### src/rtl/bvm_pkg.sv
`default_nettype none
// ----------------------------------------------------------------------------
// bvm_pkg
// Shared types and constants of the battery voltage monitor.
// ----------------------------------------------------------------------------
package bvm_pkg;

    // Field widths
    localparam int ADC_W    = 10;
    localparam int CNT_W    = 16;
    localparam int LVL_CFG_W = 12;
    localparam int CONF_W   = 3;
    localparam int AVG_W    = 10;
    localparam int PROD_W   = 21;
    localparam int M_W      = 11;
    localparam int LEVEL_W  = 11;
    localparam int TENTHS_W = 8;
    localparam int CFG_IDX_W = 3;

    // Scaling constants
    localparam int ADC_MAX      = 1023;
    localparam logic [M_W-1:0] FULL_SCALE = 11'd1886;
    localparam logic [LEVEL_W-1:0] OFFSET_HUNDREDTHS = 11'd50;
    localparam logic [M_W:0] DIV1023_ONE = 12'd1023;
    localparam logic [M_W:0] DIV1023_TWO = 12'd2046;
    localparam int TENTHS_SHIFT = 15;
    localparam logic [11:0] TENTHS_RECIP = 12'd3277;
    localparam logic [8:0] TENTHS_BIAS = 9'd5;
    localparam logic [8:0] TENTHS_MAX = 9'd255;
    localparam logic [CNT_W-1:0] CNT_MAX = 16'hFFFF;

    // Register reset values
    localparam logic [CNT_W-1:0]     RST_SAMPLE_PERIOD  = 16'd100;
    localparam logic [CNT_W-1:0]     RST_CHECK_PERIOD   = 16'd1000;
    localparam logic [CNT_W-1:0]     RST_BEEP_PERIOD    = 16'd200;
    localparam logic [LVL_CFG_W-1:0] RST_NOMINAL_LEVEL  = 12'd1110;
    localparam logic [LVL_CFG_W-1:0] RST_CUTOFF_LEVEL   = 12'd222;
    localparam logic [CONF_W-1:0]    RST_CONFIRM_CHECKS = 3'd5;

    // Register indexes
    localparam logic [CFG_IDX_W-1:0] CFG_SAMPLE_PERIOD  = 3'd0;
    localparam logic [CFG_IDX_W-1:0] CFG_CHECK_PERIOD   = 3'd1;
    localparam logic [CFG_IDX_W-1:0] CFG_BEEP_PERIOD    = 3'd2;
    localparam logic [CFG_IDX_W-1:0] CFG_NOMINAL_LEVEL  = 3'd3;
    localparam logic [CFG_IDX_W-1:0] CFG_CUTOFF_LEVEL   = 3'd4;
    localparam logic [CFG_IDX_W-1:0] CFG_CONFIRM_CHECKS = 3'd5;

    // Power machine states
    typedef enum logic [2:0] {
        PS_OFF     = 3'd0,
        PS_STARTUP = 3'd1,
        PS_NORMAL  = 3'd2,
        PS_CHECK   = 3'd3,
        PS_WARNING = 3'd4
    } mode_t;

    // Side information that travels with a tick down the level pipeline
    typedef struct packed {
        logic have_sample;
        logic check_fire;
    } tag_t;

endpackage
`default_nettype wire

### src/rtl/bvm_level.sv
`default_nettype none
// ----------------------------------------------------------------------------
// bvm_level
// Pipeline that turns the ring sum into the level in hundredths of a volt
// and the reported voltage in tenths of a volt.
// ----------------------------------------------------------------------------
module bvm_level
    import bvm_pkg::*;
#(
    parameter int WINDOW_LEN = 10,
    parameter int SUM_W      = 14
)
(
    input  wire logic               clk,
    input  wire logic               rst_n,
    input  wire logic               en,
    input  wire logic               in_vld,
    input  wire logic [SUM_W-1:0]   in_sum,
    input  wire tag_t               in_tag,
    output logic                    lvl_vld,
    output logic [LEVEL_W-1:0]      lvl_level,
    output logic [TENTHS_W-1:0]     lvl_tenths,
    output tag_t                    lvl_tag
);

    // Reciprocal of the window length, exact for every reachable sum
    localparam int AVG_SHIFT = SUM_W + 4;
    localparam int RECIP_W   = AVG_SHIFT + 1;
    localparam logic [RECIP_W-1:0] AVG_RECIP =
        RECIP_W'((2 ** AVG_SHIFT + WINDOW_LEN - 1) / WINDOW_LEN);

    logic                   v_avg_reg, v_prod_reg, v_m_reg, v_out_reg;
    tag_t                   t_avg_reg, t_prod_reg, t_m_reg, t_out_reg;
    logic [AVG_W-1:0]       avg_reg;
    logic [PROD_W-1:0]      prod_reg;
    logic [M_W-1:0]         m_reg;
    logic [LEVEL_W-1:0]     level_reg;
    logic [TENTHS_W-1:0]    tenths_reg;

    logic [SUM_W+RECIP_W-1:0] avg_prod;
    logic [AVG_W-1:0]       avg_next;
    logic [PROD_W-1:0]      prod_next;
    logic [M_W-1:0]         q0;
    logic [M_W:0]           rem;
    logic [M_W-1:0]         m_next;
    logic [M_W+11:0]        tenths_prod;
    logic [8:0]             tenths_sum;
    logic [LEVEL_W-1:0]     level_next;
    logic [TENTHS_W-1:0]    tenths_next;

    // Average: multiply by the reciprocal of the window length
    assign avg_prod = SUM_W'(in_sum) * AVG_RECIP;
    assign avg_next = avg_prod[AVG_SHIFT +: AVG_W];

    // Full-scale product
    assign prod_next = PROD_W'(avg_reg) * PROD_W'(FULL_SCALE);

    // Division by 1023: quotient by 1024 plus a small correction
    always_comb
    begin
        q0  = prod_reg[PROD_W-1:10];
        rem = (M_W+1)'(prod_reg[9:0]) + (M_W+1)'(q0);
        if (rem >= DIV1023_TWO)
        begin
            m_next = q0 + M_W'(2);
        end
        else if (rem >= DIV1023_ONE)
        begin
            m_next = q0 + M_W'(1);
        end
        else
        begin
            m_next = q0;
        end
    end

    // Level and reported tenths; both read zero until the first sample
    always_comb
    begin
        tenths_prod = (M_W+12)'(m_reg) * (M_W+12)'(TENTHS_RECIP);
        tenths_sum  = 9'(tenths_prod[TENTHS_SHIFT +: 8]) + TENTHS_BIAS;
        if (!t_m_reg.have_sample)
        begin
            level_next  = '0;
            tenths_next = '0;
        end
        else
        begin
            level_next  = LEVEL_W'(m_reg) + OFFSET_HUNDREDTHS;
            tenths_next = (tenths_sum > TENTHS_MAX) ? TENTHS_W'(TENTHS_MAX)
                                                    : tenths_sum[TENTHS_W-1:0];
        end
    end

    // Stage valid bits
    always_ff @(posedge clk or negedge rst_n)
    begin
        if (!rst_n)
        begin
            v_avg_reg  <= 1'b0;
            v_prod_reg <= 1'b0;
            v_m_reg    <= 1'b0;
            v_out_reg  <= 1'b0;
        end
        else if (en)
        begin
            v_avg_reg  <= in_vld;
            v_prod_reg <= v_avg_reg;
            v_m_reg    <= v_prod_reg;
            v_out_reg  <= v_m_reg;
        end
    end

    // Stage payload
    always_ff @(posedge clk)
    begin
        if (en)
        begin
            avg_reg    <= avg_next;
            t_avg_reg  <= in_tag;
            prod_reg   <= prod_next;
            t_prod_reg <= t_avg_reg;
            m_reg      <= m_next;
            t_m_reg    <= t_prod_reg;
            level_reg  <= level_next;
            tenths_reg <= tenths_next;
            t_out_reg  <= t_m_reg;
        end
    end

    assign lvl_vld    = v_out_reg;
    assign lvl_level  = level_reg;
    assign lvl_tenths = tenths_reg;
    assign lvl_tag    = t_out_reg;

endmodule
`default_nettype wire

### src/rtl/bvm_power.sv
`default_nettype none
// ----------------------------------------------------------------------------
// bvm_power
// Five-state power machine, beep pacing and the result register.
// ----------------------------------------------------------------------------
module bvm_power
    import bvm_pkg::*;
(
    input  wire logic                  clk,
    input  wire logic                  rst_n,
    input  wire logic                  en,
    input  wire logic                  lvl_vld,
    input  wire logic [LEVEL_W-1:0]    lvl_level,
    input  wire logic [TENTHS_W-1:0]   lvl_tenths,
    input  wire tag_t                  lvl_tag,
    input  wire logic [CNT_W-1:0]      beep_period,
    input  wire logic [LVL_CFG_W-1:0]  nominal_level,
    input  wire logic [LVL_CFG_W-1:0]  cutoff_level,
    input  wire logic [CONF_W-1:0]     confirm_checks,
    output logic                       res_valid,
    output logic [TENTHS_W-1:0]        res_tenths,
    output mode_t                      res_mode,
    output logic                       res_beep
);

    mode_t                  mode_reg, mode_next;
    logic [CONF_W-1:0]      confirm_reg, confirm_next;
    logic [CNT_W-1:0]       since_beep_reg, since_beep_next;
    logic                   valid_reg;
    logic                   beep_reg, beep_next;
    logic [TENTHS_W-1:0]    tenths_reg;
    logic [LVL_CFG_W-1:0]   lv;
    logic [CNT_W-1:0]       beep_bump;

    assign lv = LVL_CFG_W'(lvl_level);

    // Next state of the power machine
    always_comb
    begin
        mode_next    = mode_reg;
        confirm_next = confirm_reg;
        if (lvl_tag.check_fire)
        begin
            case (mode_reg)
                PS_OFF:
                begin
                    if (lv > cutoff_level)
                    begin
                        mode_next = PS_STARTUP;
                    end
                end
                PS_STARTUP:
                begin
                    mode_next = (lv > nominal_level) ? PS_NORMAL : PS_CHECK;
                end
                PS_NORMAL:
                begin
                    if (lv < nominal_level)
                    begin
                        mode_next    = PS_CHECK;
                        confirm_next = '0;
                    end
                end
                PS_CHECK:
                begin
                    if (confirm_reg < confirm_checks)
                    begin
                        confirm_next = confirm_reg + CONF_W'(1);
                    end
                    else if (lv < nominal_level)
                    begin
                        mode_next = PS_WARNING;
                    end
                    if (lv >= nominal_level)
                    begin
                        mode_next = PS_NORMAL;
                    end
                end
                PS_WARNING:
                begin
                    if (lv > nominal_level)
                    begin
                        mode_next = PS_NORMAL;
                    end
                    if (lv < cutoff_level)
                    begin
                        mode_next = PS_OFF;
                    end
                end
                default:
                begin
                    mode_next = mode_reg;
                end
            endcase
        end
    end

    // Beep pacing, judged on the state after this tick's evaluation
    always_comb
    begin
        beep_bump = (since_beep_reg == CNT_MAX) ? CNT_MAX : since_beep_reg + CNT_W'(1);
        if (mode_next == PS_WARNING && beep_bump >= beep_period)
        begin
            beep_next       = 1'b1;
            since_beep_next = '0;
        end
        else
        begin
            beep_next       = 1'b0;
            since_beep_next = beep_bump;
        end
    end

    // Control state
    always_ff @(posedge clk or negedge rst_n)
    begin
        if (!rst_n)
        begin
            mode_reg       <= PS_STARTUP;
            confirm_reg    <= '0;
            since_beep_reg <= '0;
            valid_reg      <= 1'b0;
            beep_reg       <= 1'b0;
        end
        else if (en)
        begin
            valid_reg <= lvl_vld;
            if (lvl_vld)
            begin
                mode_reg       <= mode_next;
                confirm_reg    <= confirm_next;
                since_beep_reg <= since_beep_next;
                beep_reg       <= beep_next;
            end
        end
    end

    // Result payload
    always_ff @(posedge clk)
    begin
        if (en && lvl_vld)
        begin
            tenths_reg <= lvl_tenths;
        end
    end

    assign res_valid  = valid_reg;
    assign res_tenths = tenths_reg;
    assign res_mode   = mode_reg;
    assign res_beep   = beep_reg;

endmodule
`default_nettype wire

### src/rtl/battery_voltage_monitor.sv
`default_nettype none
// ----------------------------------------------------------------------------
// battery_voltage_monitor
// Averages ADC readings of the battery over a ring of samples, reports the
// voltage in tenths of a volt and runs a five-state power machine with a
// paced warning beep.
// ----------------------------------------------------------------------------
// Each input transaction is one millisecond tick. The block takes one tick
// per clock cycle while in_stall is low and returns one result transaction
// per tick. A tick passes in order through the tick counters, the sample
// ring and the first stage register, the averaging and scaling pipeline
// (reciprocal multiply, full-scale multiply, division by 1023, tenths
// scaling) and the power machine and result register. While a result is
// held by out_stall the whole pipeline holds and in_stall is raised.
// Registers are written through cfg_we, cfg_index and cfg_data and take
// effect at once; there is no clearing pass after reset.
module battery_voltage_monitor
    import bvm_pkg::*;
#(
    parameter int WINDOW_LEN = 10
)
(
    input  wire logic                   clk,
    input  wire logic                   rst_n,
    input  wire logic                   in_valid,
    output logic                        in_stall,
    input  wire logic [ADC_W-1:0]       adc_sample,
    output logic                        out_valid,
    input  wire logic                   out_stall,
    output logic [TENTHS_W-1:0]         voltage_tenths,
    output logic [2:0]                  power_state,
    output logic                        beep_start,
    input  wire logic                   cfg_we,
    input  wire logic [CFG_IDX_W-1:0]   cfg_index,
    input  wire logic [CNT_W-1:0]       cfg_data
);

    localparam int SUM_W = $clog2(WINDOW_LEN * ADC_MAX + 1);
    localparam int POS_W = (WINDOW_LEN > 1) ? $clog2(WINDOW_LEN) : 1;
    localparam logic [POS_W-1:0] POS_LAST = POS_W'(WINDOW_LEN - 1);
    localparam logic [SUM_W-1:0] SUM_LIMIT = SUM_W'(WINDOW_LEN * ADC_MAX);

    // Configuration registers
    logic [CNT_W-1:0]       sample_period_reg;
    logic [CNT_W-1:0]       check_period_reg;
    logic [CNT_W-1:0]       beep_period_reg;
    logic [LVL_CFG_W-1:0]   nominal_level_reg;
    logic [LVL_CFG_W-1:0]   cutoff_level_reg;
    logic [CONF_W-1:0]      confirm_checks_reg;

    // Tick state
    logic [ADC_W-1:0]       ring_reg [WINDOW_LEN];
    logic [POS_W-1:0]       pos_reg, pos_next;
    logic [SUM_W-1:0]       sum_reg, sum_next;
    logic                   have_reg, have_next;
    logic [CNT_W-1:0]       since_sample_reg, since_sample_next;
    logic [CNT_W-1:0]       since_check_reg, since_check_next;
    logic [CNT_W-1:0]       sample_bump, check_bump;
    logic                   sample_fire, check_fire;

    // First pipeline stage
    logic                   s1_valid_reg;
    logic [SUM_W-1:0]       s1_sum_reg;
    tag_t                   s1_tag_reg;

    logic                   adv;
    logic                   accept;
    logic                   lvl_vld;
    logic [LEVEL_W-1:0]     lvl_level;
    logic [TENTHS_W-1:0]    lvl_tenths;
    tag_t                   lvl_tag;
    mode_t                  res_mode;

    // The pipeline moves whenever the result register can take a new value
    assign adv      = !(out_valid && out_stall);
    assign in_stall = !adv;
    assign accept   = in_valid && adv;

    // Configuration writes
    always_ff @(posedge clk or negedge rst_n)
    begin
        if (!rst_n)
        begin
            sample_period_reg  <= RST_SAMPLE_PERIOD;
            check_period_reg   <= RST_CHECK_PERIOD;
            beep_period_reg    <= RST_BEEP_PERIOD;
            nominal_level_reg  <= RST_NOMINAL_LEVEL;
            cutoff_level_reg   <= RST_CUTOFF_LEVEL;
            confirm_checks_reg <= RST_CONFIRM_CHECKS;
        end
        else if (cfg_we)
        begin
            case (cfg_index)
                CFG_SAMPLE_PERIOD:  sample_period_reg  <= cfg_data;
                CFG_CHECK_PERIOD:   check_period_reg   <= cfg_data;
                CFG_BEEP_PERIOD:    beep_period_reg    <= cfg_data;
                CFG_NOMINAL_LEVEL:  nominal_level_reg  <= cfg_data[LVL_CFG_W-1:0];
                CFG_CUTOFF_LEVEL:   cutoff_level_reg   <= cfg_data[LVL_CFG_W-1:0];
                CFG_CONFIRM_CHECKS: confirm_checks_reg <= cfg_data[CONF_W-1:0];
                default:            ;
            endcase
        end
    end

    // Elapsed-tick counters and the sample decision
    always_comb
    begin
        sample_bump = (since_sample_reg == CNT_MAX) ? CNT_MAX
                                                    : since_sample_reg + CNT_W'(1);
        check_bump  = (since_check_reg == CNT_MAX) ? CNT_MAX
                                                   : since_check_reg + CNT_W'(1);
        sample_fire = sample_bump > sample_period_reg;
        check_fire  = check_bump > check_period_reg;
        since_sample_next = sample_fire ? '0 : sample_bump;
        since_check_next  = check_fire ? '0 : check_bump;
    end

    // Ring update: replace the oldest reading and adjust the running sum
    always_comb
    begin
        pos_next  = pos_reg;
        sum_next  = sum_reg;
        have_next = have_reg;
        if (sample_fire)
        begin
            sum_next  = sum_reg - SUM_W'(ring_reg[pos_reg]) + SUM_W'(adc_sample);
            pos_next  = (pos_reg == POS_LAST) ? '0 : pos_reg + POS_W'(1);
            have_next = 1'b1;
        end
    end

    // Tick state registers
    always_ff @(posedge clk or negedge rst_n)
    begin
        if (!rst_n)
        begin
            for (int i = 0; i < WINDOW_LEN; i++)
            begin
                ring_reg[i] <= '0;
            end
            pos_reg          <= '0;
            sum_reg          <= '0;
            have_reg         <= 1'b0;
            since_sample_reg <= '0;
            since_check_reg  <= '0;
        end
        else if (accept)
        begin
            if (sample_fire)
            begin
                ring_reg[pos_reg] <= adc_sample;
            end
            pos_reg          <= pos_next;
            sum_reg          <= sum_next;
            have_reg         <= have_next;
            since_sample_reg <= since_sample_next;
            since_check_reg  <= since_check_next;
        end
    end

    // First stage of the level pipeline
    always_ff @(posedge clk or negedge rst_n)
    begin
        if (!rst_n)
        begin
            s1_valid_reg <= 1'b0;
        end
        else if (adv)
        begin
            s1_valid_reg <= in_valid;
        end
    end

    always_ff @(posedge clk)
    begin
        if (accept)
        begin
            s1_sum_reg             <= sum_next;
            s1_tag_reg.have_sample <= have_next;
            s1_tag_reg.check_fire  <= check_fire;
        end
    end

    // Averaging and scaling
    bvm_level #(
        .WINDOW_LEN (WINDOW_LEN),
        .SUM_W      (SUM_W)
    ) u_level (
        .clk        (clk),
        .rst_n      (rst_n),
        .en         (adv),
        .in_vld     (s1_valid_reg),
        .in_sum     (s1_sum_reg),
        .in_tag     (s1_tag_reg),
        .lvl_vld    (lvl_vld),
        .lvl_level  (lvl_level),
        .lvl_tenths (lvl_tenths),
        .lvl_tag    (lvl_tag)
    );

    // Power machine and result register
    bvm_power u_power (
        .clk            (clk),
        .rst_n          (rst_n),
        .en             (adv),
        .lvl_vld        (lvl_vld),
        .lvl_level      (lvl_level),
        .lvl_tenths     (lvl_tenths),
        .lvl_tag        (lvl_tag),
        .beep_period    (beep_period_reg),
        .nominal_level  (nominal_level_reg),
        .cutoff_level   (cutoff_level_reg),
        .confirm_checks (confirm_checks_reg),
        .res_valid      (out_valid),
        .res_tenths     (voltage_tenths),
        .res_mode       (res_mode),
        .res_beep       (beep_start)
    );

    assign power_state = res_mode;

`ifndef SYNTHESIS
    // A beep is only ever reported in the warning state.
    assert property (@(posedge clk) disable iff (!rst_n)
        out_valid && beep_start |-> power_state == PS_WARNING)
        else $error("beep outside warning state");

    // The ring pointer stays inside the window.
    assert property (@(posedge clk) disable iff (!rst_n)
        pos_reg <= POS_LAST)
        else $error("ring position out of range");

    // The running sum never exceeds a full window of maximum readings.
    assert property (@(posedge clk) disable iff (!rst_n)
        sum_reg <= SUM_LIMIT)
        else $error("ring sum out of range");

    // Power state changes only when a result transaction advances.
    assert property (@(posedge clk) disable iff (!rst_n)
        !$past(adv) |-> $stable(power_state))
        else $error("power state changed while pipeline held");
`endif

endmodule
`default_nettype wire

### config.mk
export PLATFORM = sky130hd
export DESIGN_NAME = battery_voltage_monitor
export DESIGN_NICKNAME = d
export VERILOG_FILES = /design/src/rtl/bvm_pkg.sv /design/src/rtl/bvm_level.sv /design/src/rtl/bvm_power.sv /design/src/rtl/battery_voltage_monitor.sv
export SDC_FILE = /design/constraint.sdc
export NUM_CORES = 1
export LEC_CHECK = 0
export ABC_AREA = 1
export BUFFER_PORTS_ARGS = -buffer_cell sky130_fd_sc_hd__buf_2
export CAP_MARGIN = 20
export CORE_UTILIZATION = 59
export CTS_BUF_LIST = sky130_fd_sc_hd__clkbuf_16
export CTS_CLUSTER_SIZE = 20
export DETAILED_ROUTE_END_ITERATION = 8
export PLACE_DENSITY = 0.79
export SYNTH_ARGS = -nofsm -noshare
export SYNTH_HDL_FRONTEND = slang
export SYNTH_SLANG_ARGS = --single-unit
### constraint.sdc
create_clock -name clk -period 5.4 [get_ports clk]
set_input_delay 0.54 -clock clk [delete_from_list [all_inputs] [get_ports clk]]
set_output_delay 0.54 -clock clk [all_outputs]
set_load 0.005 [all_outputs]
==> results.md, run 1 <==
* Final weighted congestion of routability-driven global placement at 0.8966
* Worst clock skew at 0.02589 ns
* Routed via count at 20700
* Clk Latency, worst-skew pair at 0.57 ns
* Placed instance area at 27450 um2
* Gate Count Post-Synth at 3093
* Worst hold-check path type: in2reg
* Vias per Instance at 5.486
* FF-to-FF path depth at 20
* Detailed Route Iter0 Violations at 1396
* Required time of the critical path at 5.69 ns
* Number of rows in the core area at 77
* CP Class: reg2reg
* Number of clock sinks seen by CTS at 346
* Die span in x at 213.9 um
* Proportion of layout cells with a drive suffix above 1 at 8.396%
* Vias in the first global route at 20910
* Buffers from clock root to sink, at most at 3
* Overall die area at 45760 um2
* Data arrival at the endpoint of the critical path at 5.48 ns
* CORE AREA at 44220 um2
* Post-detailed-routing wire length at 58950 um
* Final clock period utilization by the worst path at 96.04%
* Relative slew slack at 34.98%
* Endpoint of the lowest-slack register-to-register path: u_level.avg_reg[8]
* H-tree levels at 2
* Start point of the worst hold path: cfg_data[13]
* Number of endpoints with negative hold slack in the final report at 0
* Starting density of the core at 59.91%
* Setup slack after placement at 0.02763 ns
* Capture endpoint of the worst hold path: beep_period_reg[13]
* EDFF count, synth at 91
* Avg Cell Area, Syn at 8.565 um2
* Total congestion overflow at 0
* Area growth from synthesis to layout at 9.375%
* Synthesized cell area at 26490 um2
* Number of synthesized register bits at 346
* Part of the Yosys area used for sequential elements at 34.52%
* Predominant post-synthesis flop cell: dfrtp_1
* Drt drc at 0
* Crit start category: flip-flop
* CTS Root Buffer Type: clkbuf_16
* Total count of max-transition violations in the final report at 0
* Non-filler instance count after layout at 3773
* Launching element of the worst setup path: s1_sum_reg[11]
* Worst-path maximum fanout at 3
* Hold WS at 0.3249 ns
* Post-synthesis net count at 3589
* Leading cell type in the layout, fill and taps excluded: nand2_1
* Final design instance area without fill at 28980 um2
* TritonCTS clock tree: done
* Top library cells by usage in the layout, fill and taps aside: nand2_1, inv_1, ha_1
* Number of nets in the layout at 3645
* R2r startpoint: s1_sum_reg[11]
* Clock buffer count from CTS at 39
* Final-report setup violation count at 0
* Worst Tran Pin Value at 0.9743 ns
* Wire length per cell after detailed routing at 15.62 um
* Setup slack of the critical path after layout at 0.2139 ns
* Min-Delay Path Depth at 3
* Antenna violations before repair at 1
* Final-layout fill cell count at 3478
* First-pass GRT wire length at 99530 um
* Cell count after placement at 3692
* Upper clock frequency limit at 192.8 MHz
* CP Capture Type: flip-flop
* Placed wire-length estimate after detailed placement at 45300 um
* Number of top-level pins at 48
* Distinct cells, synth at 58
* Pin count of the biggest net entering global routing at 119
* Final worst path period need at 5.186 ns
* Async set-reset flop share out of synthesis at 73.70%
* Yosys warning total at 0
* Buffers added on ports at 47
* Flip-flop count of the largest register, all copies and words added at 100
* Clock transition at path regs at 0.06 ns
* Result of the run: completed
* Die boundary height at 213.9 um
* Antenna Nets Post-Route at 0
* Total track usage at 26.19%
* Max Cap Violations at 0
* Register-to-register setup slack at 0.21 ns
* First-pass iteration count of the detailed router at 6
-- cell usage after synthesis, types with 4 or more instances --
cell type	count	share of area, %
buf_6	4	0.17
clkbuf_1	65	0.92
nor2_2	9	0.21
o22ai_1	15	0.35
dfstp_2	26	2.6
nand4_1	29	0.68
nand2_1	628	8.9
ha_1	326	15
a21oi_1	135	2.6
fa_1	136	10
a31oi_1	30	0.71
xnor2_1	20	0.66
nand3_2	5	0.19
nand3_1	129	2.4
o211ai_1	5	0.14
inv_1	532	7.5
or2_2	5	0.12
nand2_2	9	0.21
xor2_1	72	2.4
a21o_1	7	0.20
nor3_2	4	0.15
o21ai_1	14	0.26
a22oi_1	21	0.60
nor3b_1	5	0.14
o21ai_0	283	5.3
o21bai_1	7	0.20
nor3_1	38	0.72
o21a_1	4	0.11
nand3b_1	4	0.11
edfxtp_1	91	10
buf_2	6	0.11
a21boi_0	4	0.11
dfrtp_1	229	22
inv_2	7	0.099
nor2_1	148	2.1
-- area by class of cell --
class | instances | area [um2] | share of cell area (%)
diodes | 1 | 2.502 | 0.008636
clock buffers | 40 | 1001 | 3.454
clock inverters | 32 | 272.8 | 0.9413
inverters | 542 | 2034 | 7.021
multi-input cells | 2127 | 15170 | 52.35
flip-flops and latches | 346 | 9146 | 31.56
well taps | 592 | 740.7 | 2.556
repair buffers | 93 | 609.3 | 2.103
-- routing by layer --
| metal | up-vias | track usage (%) | wire (um) |
|---|---|---|---|
| met5 | - | 0 | 0 |
| li1 | 10190 | - | - |
| met3 | 117 | 2.971 | 2717 |
| met4 | 0 | 9.017 | 1645 |
| met2 | 556 | 44.34 | 28800 |
| met1 | 9838 | 34.94 | 25780 |
-- worst max-delay path by stage --
| stage | end | cells after the start |
|---|---|---|
| floorplan | u_level.lvl_tenths[5] | 28 |
| global placement | u_level.lvl_tenths[3] | 25 |
| detailed placement | u_level.avg_reg[5] | 16 |
| CTS | u_level.avg_reg[5] | 16 |
| global route | u_level.lvl_tenths[5] | 29 |
| finish | u_level.avg_reg[8] | 20 |
-- per-stage QoR --
| stage | TNS, ns | util [%] |
|---|---|---|
| after detailed placement | 0 | 62.07 |
| after global routing | -0.2765 | 65.53 |
| after CTS | 0 | 64.98 |
| after floorplan | 0 | - |
| after global placement | 0 | 62.07 |
| final | 0 | 65.53 |
-- worst max-delay path: stages (launching register included) --
cell      delay, ns
edfxtp_1       0.42
fa_1           0.54
inv_1          0.06
fa_1           0.52
fa_1           0.52
inv_1          0.05
fa_1           0.53
fa_1           0.46
fa_1           0.55
ha_4           0.22
a21oi_2        0.11
inv_1          0.06
a21oi_2        0.11
inv_1          0.06
a21oi_2        0.11
nand2_1        0.08
nand2_1        0.07
o211ai_1       0.14
nand2_1        0.11
nand3_1        0.08
xor2_1         0.15
-- logic make-up after synthesis --
group | share of synthesized area (%)
flip-flops | 34.52
AND/OR/NAND/NOR | 16.60
AO/OA/AOI/OAI | 11.22
XOR/XNOR | 3.041
adder cells (fa/ha/maj) | 25.67
buffers and inverters | 8.940
-- what timing repair did --
action	in CTS	in global routing
setup buffers	0	7
hold buffers	1	0
hold endpoints to repair	52	0
resized for setup	0	41
endpoints found under the setup margin	0	13
Power of run 1 is not shown: default switching activity piles up to over one toggle a cycle in this logic, so the estimate is an artifact.
==> inputs of run 2 (changes only) <==
--- a/config.mk
+++ b/config.mk
@@ -13,6 +13,7 @@
 export CTS_CLUSTER_SIZE = 20
 export DETAILED_ROUTE_END_ITERATION = 8
 export PLACE_DENSITY = 0.79
+export SETUP_SLACK_MARGIN = 0.5
 export SYNTH_ARGS = -nofsm -noshare
 export SYNTH_HDL_FRONTEND = slang
 export SYNTH_SLANG_ARGS = --single-unit
==> run 2 against run 1 <==
Compared with the run above: clock skew is 0.0056 ns lower; cell area is 2.1% higher; count of clock-buffer cells in the layout is 1 higher; setup slack worse by 0.10 ns; routed wire length is 3.9% higher; critical path type unchanged; highest routed layer unchanged.
==> results.md, run 2 (synthesis gave the netlist of run 1 again) <==
* Unrepaired setup endpoints after global routing: yes
* Vias in the first global route at 21200 (+1.4%)
* Buffers added on ports at 47 (unchanged)
* Result of the run: completed
* H-tree levels at 2 (unchanged)
* Upper clock frequency limit at 189.1 MHz (-1.9%)
* Final-report setup violation count at 0 (unchanged)
* Worst clock skew at 0.02032 ns (-0.005571 ns)
* Clock transition at path regs at 0.05 ns (about the same)
* Final weighted congestion of routability-driven global placement at 0.9111 (+1.6%)
* Pin count of the biggest net entering global routing at 139 (+17%)
* Total congestion overflow at 0 (unchanged)
* Total count of max-transition violations in the final report at 0 (unchanged)
* Most common cell on crit path: fa_1
* Required time of the critical path at 5.69 ns (about the same)
* Max Cap Violations at 0 (unchanged)
* CORE AREA at 44220 um2 (unchanged)
* TritonCTS clock tree: done
* Detailed Route Iter0 Violations at 1534 (+9.9%)
* Highest cell delay on the worst timing path at 0.59 ns (+0.04 ns)
* Number of rows in the core area at 77 (unchanged)
* Post-detailed-routing wire length at 61240 um (+3.9%)
* Final worst path period need at 5.287 ns (+0.1007 ns)
* First-pass iteration count of the detailed router at 5 (-1)
* Number of nets in the layout at 3673 (+0.77%)
* Data arrival at the endpoint of the critical path at 5.58 ns (+0.10 ns)
* Clk Latency, worst-skew pair at 0.56 ns (about the same)
* Critical path's top delay family: adder cells
* Area growth from synthesis to layout at 11.66%
* First-pass GRT wire length at 101300 um (+1.8%)
* Die span in x at 213.9 um (unchanged)
* Worst hold-check path type: in2async
* CP Capture Type: flip-flop
* Crit start category: flip-flop
* Share of the core filled with cells in the final layout at 66.90% (+1.4 points)
* Worst Tran Pin Value at 0.9589 ns (-0.01537 ns)
* Placed instance area at 27390 um2 (-0.22%)
* Number of clock sinks seen by CTS at 346 (unchanged)
* Diodes inserted at 0 (-1)
* FF-to-FF path depth at 20 (unchanged)
* Placed wire-length estimate after detailed placement at 44800 um (-1.1%)
* Setup TNS Final at 0 ns (unchanged)
* Endpoint of the lowest-slack register-to-register path: u_level.avg_reg[8]
* Met2 wire length at 30230 um (+5.0%)
* Highest-delay cell along the critical path: fa_2
* Wire length per cell after detailed routing at 16.12 um (+3.2%)
* Worst-path maximum fanout at 3 (unchanged)
* Buffers from clock root to sink, at most at 3 (unchanged)
* Clock buffer count from CTS at 39 (unchanged)
* Crit-path cells: fa_2 > inv_2 > fa_1 > fa_1 > inv_1 > fa_1 > fa_1 > fa_1 > ha_4 > a21oi_2 > inv_1 > a21oi_2 > inv_1 > a21oi_2 > nand2_1 > nand2_1 > o211ai_1 > nand2_1 > nand3_2 > xor2_1
* Antenna violations before repair at 0 (-1)
* Overall die area at 45760 um2 (unchanged)
* Proportion of layout cells with a drive suffix above 1 at 11.25% (+2.9 points)
* Starting density of the core at 59.91% (unchanged)
* Relative slew slack at 36.00% (+1.0 points)
* Count of buffer and inverter cells on the critical path at 4 (unchanged)
* Antenna Nets Post-Route at 0 (unchanged)
* Flip-flop count of the largest register, all copies and words added at 100 (unchanged)
* Wire length on met1 at 26480 um (+2.7%)
* Die boundary height at 213.9 um (unchanged)
* Vias per Instance at 5.573 (+1.6%)
* CP Class: reg2reg
* Register-to-register setup slack at 0.11 ns (-0.10 ns)
* Routed via count at 21180 (+2.3%)
* Total track usage at 26.61% (+0.42 points)
* Uppermost layer routed: met4
* Final-layout fill cell count at 3345 (-3.8%)
* Number of endpoints with negative hold slack in the final report at 0 (unchanged)
* CTS Root Buffer Type: clkbuf_16
* R2r startpoint: s1_sum_reg[13]
* Number of top-level pins at 48 (unchanged)
* Final design instance area without fill at 29580 um2 (+2.1%)
* Top library cells by usage in the layout, fill and taps aside: nand2_1, inv_1, ha_1
* Final clock period utilization by the worst path at 97.90% (+1.9 points)
* Drt drc at 0 (unchanged)
* Routed length on met3 at 3131 um (+15%)
* Leading cell type in the layout, fill and taps excluded: nand2_1
[run 2: cell types whose count changed in the layout (fill, tap and decap cells not counted), sizes merged]
cell / previous run / this run
clkinvlp: 0 / 1
clkinv: 19 / 17
dlygate4sd3: 1 / 0
clkbuf: 40 / 41
diode: 1 / 0
buf: 92 / 121
[run 2: area by class of cell]
type	count	area, um2	share of cell area [%]
Timing Repair Buffer	121	835.8	2.825
Clock buffer	41	1026	3.468
Clock inverter	31	259.0	0.8755
Tap cell	592	740.7	2.504
Inverter	542	2034	6.877
Multi-Input combinational cell	2127	15540	52.53
Sequential cell	346	9146	30.92
[run 2: metrics by stage]
stage	std cells	hold WS (ns)	worst slack [ns]
final	3800	0.02800	0.1131
after global routing	3800	0.1214	-0.08410
after CTS	3774	0.07989	0.1879
after detailed placement	3679	0.4063	0.1047
after global placement	3679	0.4023	0.1950
after floorplan	3093	0.2444	0.5147
[run 2: layer usage]
metal | global-route usage [%] | up-vias
met5 | 0 | -
met4 | 7.482 | 0
met3 | 3.298 | 108
met2 | 45.17 | 628
met1 | 35.86 | 10200
li1 | - | 10250
[run 2: what timing repair did]
| action | 4_1_cts | 5_1_grt |
|---|---|---|
| setup buffers | 23 | 26 |
| endpoints found under the setup margin | 18 | 24 |
| hold buffers | 0 | 0 |
| resized for setup | 64 | 66 |
| endpoints found under the hold margin | 0 | 0 |
| pin swaps | 49 | 45 |
[run 2: worst reg2reg max path, stage by stage, from the launching register on]
cell      delay (ns)
edfxtp_1        0.42
fa_2            0.59
inv_2           0.04
fa_1            0.45
fa_1            0.50
inv_1           0.05
fa_1            0.51
fa_1            0.46
fa_1            0.55
ha_4            0.22
a21oi_2         0.14
inv_1           0.06
a21oi_2         0.12
inv_1           0.06
a21oi_2         0.12
nand2_1         0.09
nand2_1         0.07
o211ai_1        0.16
nand2_1         0.16
nand3_2         0.09
xor2_1          0.15
[run 2: worst max path at each step]
stage               slack, ns  depth (start not counted)        startpoint                     to
floorplan                0.51                         20    s1_sum_reg[13]     u_level.avg_reg[8]
global placement         0.20                         23  u_level.m_reg[9]  u_level.lvl_tenths[6]
detailed placement       0.10                         23  u_level.m_reg[9]  u_level.lvl_tenths[5]
CTS                      0.19                         20    s1_sum_reg[11]     u_level.avg_reg[8]
global route            -0.08                         27  u_level.m_reg[6]  u_level.lvl_tenths[5]
finish                   0.11                         20    s1_sum_reg[13]     u_level.avg_reg[8]
Power of run 2 is left out for the same reason.
==> inputs of run 3 (changes only) <==
--- a/config.mk
+++ b/config.mk
@@ -8,11 +8,11 @@
 export ABC_AREA = 1
 export BUFFER_PORTS_ARGS = -buffer_cell sky130_fd_sc_hd__buf_2
 export CAP_MARGIN = 20
-export CORE_UTILIZATION = 59
-export CTS_BUF_LIST = sky130_fd_sc_hd__clkbuf_16
+export CORE_ASPECT_RATIO = 2
+export CORE_UTILIZATION = 40
+export CTS_BUF_LIST = sky130_fd_sc_hd__clkbuf_4 sky130_fd_sc_hd__clkbuf_8 sky130_fd_sc_hd__clkbuf_16
 export CTS_CLUSTER_SIZE = 20
 export DETAILED_ROUTE_END_ITERATION = 8
-export PLACE_DENSITY = 0.79
 export SETUP_SLACK_MARGIN = 0.5
 export SYNTH_ARGS = -nofsm -noshare
 export SYNTH_HDL_FRONTEND = slang
==> run 3 against run 2 <==
Compared with the run above: fmax grew 1.9%; count of clock-buffer cells in the layout grew 12; global-route usage shrank 5.9 points; first-iteration DRC count shrank 46%; flip-flop and latch count is the same; setup slack gained 0.099 ns; routed wire length grew 11%; largest cell class unchanged.
==> results.md, run 3 (synthesis gave the netlist of run 1 again) <==
* Result of the run: completed
* Clock buffer count from CTS at 37 (-5.1%)
* Proportion of layout cells with a drive suffix above 1 at 12.50% (+1.3 points)
* Upper clock frequency limit at 192.8 MHz (+1.9%)
* Total track usage at 20.74% (-5.9 points)
* Clock transition at path regs at 0.07 ns (+0.02 ns)
* Die boundary height at 366.0 um (+71%)
* Crit start category: flip-flop
* Worst clock skew at 0.02144 ns (+0.001125 ns)
* Vias in the first global route at 21280 (+0.38%)
* Buffers added on ports at 47 (unchanged)
* Top library cells by usage in the layout, fill and taps aside: nand2_1, inv_1, ha_1
* Wire length per cell after detailed routing at 16.55 um (+2.7%)
* Pin count of the biggest net entering global routing at 98 (-29%)
* First-pass GRT wire length at 109000 um (+7.6%)
* Detailed Route Iter0 Violations at 825 (-46%)
* Multi-input gate area in the final layout at 15660 um2 (+0.79%)
* Unrepaired setup endpoints after global routing: yes
* Antenna Nets Post-Route at 0 (unchanged)
* Required time of the critical path at 5.72 ns (+0.03 ns)
* Max Cap Violations at 0 (unchanged)
* Total count of max-transition violations in the final report at 0 (unchanged)
* Leading cell type in the layout, fill and taps excluded: nand2_1
* Diodes inserted at 0 (unchanged)
* Relative slew slack at 36.70% (+0.70 points)
* Number of rows in the core area at 133 (+73%)
* Buffers from clock root to sink, at most at 3 (unchanged)
* Vias per Instance at 5.012 (-10%)
* Number of endpoints with negative hold slack in the final report at 0 (unchanged)
* Placed instance area at 27830 um2 (+1.6%)
* CP Class: reg2reg
* CORE AREA at 65570 um2 (+48%)
* H-tree levels at 2 (unchanged)
* Final clock period utilization by the worst path at 96.06% (-1.8 points)
* Routed via count at 20590 (-2.8%)
* Total congestion overflow at 0 (unchanged)
* Post-detailed-routing wire length at 67970 um (+11%)
* Data arrival at the endpoint of the critical path at 5.50 ns (-0.08 ns)
* Clk Latency, worst-skew pair at 0.56 ns (about the same)
* Cell count after placement at 3975 (+8.0%)
* Overall die area at 67330 um2 (+47%)
* Worst Tran Pin Value at 0.9485 ns (-0.01045 ns)
* Final weighted congestion of routability-driven global placement at 0.9341 (+2.5%)
* Drt drc at 0 (unchanged)
* TritonCTS clock tree: done
* Final-report setup violation count at 0 (unchanged)
* Antenna violations before repair at 1 (+1)
* Worst hold-check path type: in2reg
* CTS Root Buffer Type: clkbuf_16
* Area growth from synthesis to layout at 14.46%
* Die span in x at 184.0 um (-14%)
* Starting density of the core at 40.41% (-20 points)
* Footprint of the flip-flops and latches at 9146 um2 (unchanged)
* Final design instance area without fill at 30320 um2 (+2.5%)
* Flip-flop count of the largest register, all copies and words added at 100 (unchanged)
* CP Capture Type: flip-flop
* Placed wire-length estimate after detailed placement at 53010 um (+18%)
* Number of clock sinks seen by CTS at 346 (unchanged)
* Final-layout fill cell count at 6456 (+93%)
* Worst-path maximum fanout at 8 (+5)
* Number of nets in the layout at 3699 (+0.71%)
* Number of top-level pins at 48 (unchanged)
* First-pass iteration count of the detailed router at 5 (unchanged)
* Non-filler instance count after layout at 4108 (+8.1%)
* Final worst path period need at 5.188 ns (-0.09935 ns)
-- run 3: cell types whose count changed in the layout (fill, tap and decap cells not counted), sizes merged --
cell,change
buf,+26
bufinv,-1
clkbuf,+12
clkinv,-8
clkinvlp,+1
dlygate4sd3,+1
inv,-9
nor2,+1
-- run 3: cell type report --
cell class                      instances  area share, %
Clock inverter                         14         0.5694
Sequential cell                       346          30.16
Tap cell                              877          3.619
Inverter                              542          6.726
Multi-Input combinational cell       2128          51.65
Timing Repair Buffer                  148          3.524
Clock buffer                           53          3.747
-- run 3: final timing paths --
check | slack, ns | startpoint | endpoint | cells past startpoint
hold reg to reg | 0.42 | u_level.t_m_reg[0] | u_level.lvl_tag[0] | 0
setup reg to reg | 0.21 | u_level.m_reg[6] | u_level.lvl_tenths[2] | 25
setup / recovery | 0.21 | u_level.m_reg[6] | u_level.lvl_tenths[2] | 25
min in group asynchronous | 0.52 | rst_n | u_power.since_beep_reg[7] | 2
max in group asynchronous | 3.64 | rst_n | ring_reg[43] | 3
hold / removal | 0.34 | cfg_data[14] | sample_period_reg[14] | 3
-- run 3: repair_timing --
| item | 4_1_cts | 5_1_grt |
|---|---|---|
| setup endpoints to repair | 19 | 91 |
| pin swaps | 27 | 70 |
| hold buffers | 1 | 0 |
| endpoints found under the hold margin | 47 | 0 |
| buffers inserted | 20 | 42 |
| cloned | 0 | 1 |
| resized for setup | 76 | 73 |
-- run 3: layer usage --
layer  part of all wire (%)  GRT usage (%)  vias to the layer above
li1                       -              -                    10280
met1                     35          20.18                     9805
met2                     58          41.89                      322
met3                    2.0          1.809                      179
met4                    5.3          10.61                        2
met5                  0.018              0                        -
-- run 3: metrics by stage --
stage	TNS (ns)	hold slack, ns	util [%]	worst slack (ns)
2_1_floorplan	0	0.2444	-	0.5147
6_report	0	0.3446	46.25	0.2125
5_1_grt	-0.1632	0.3443	46.25	-0.03596
3_5_place_dp	0	0.4052	42.44	0.1227
4_1_cts	0	0.3221	45.24	0.2521
3_3_place_gp	0	0.4026	42.44	0.1727
-- run 3: critical path, stage by stage, from the launching register on --
cell      delay [ns]
edfxtp_1        0.51
ha_4            0.33
inv_4           0.04
fa_1            0.52
fa_1            0.54
inv_2           0.04
fa_2            0.44
fa_1            0.50
inv_2           0.05
ha_4            0.29
nand2_4         0.07
nor2_4          0.08
nor3b_2         0.15
nand2_1         0.12
nand2_1         0.10
nand2_1         0.07
nand2_1         0.08
inv_2           0.05
ha_4            0.15
nand3b_4        0.18
nand4_1         0.14
buf_4           0.13
or2_4           0.19
nand3_2         0.09
nand2_1         0.06
inv_1           0.05
Power of run 3 is left out for the same reason.
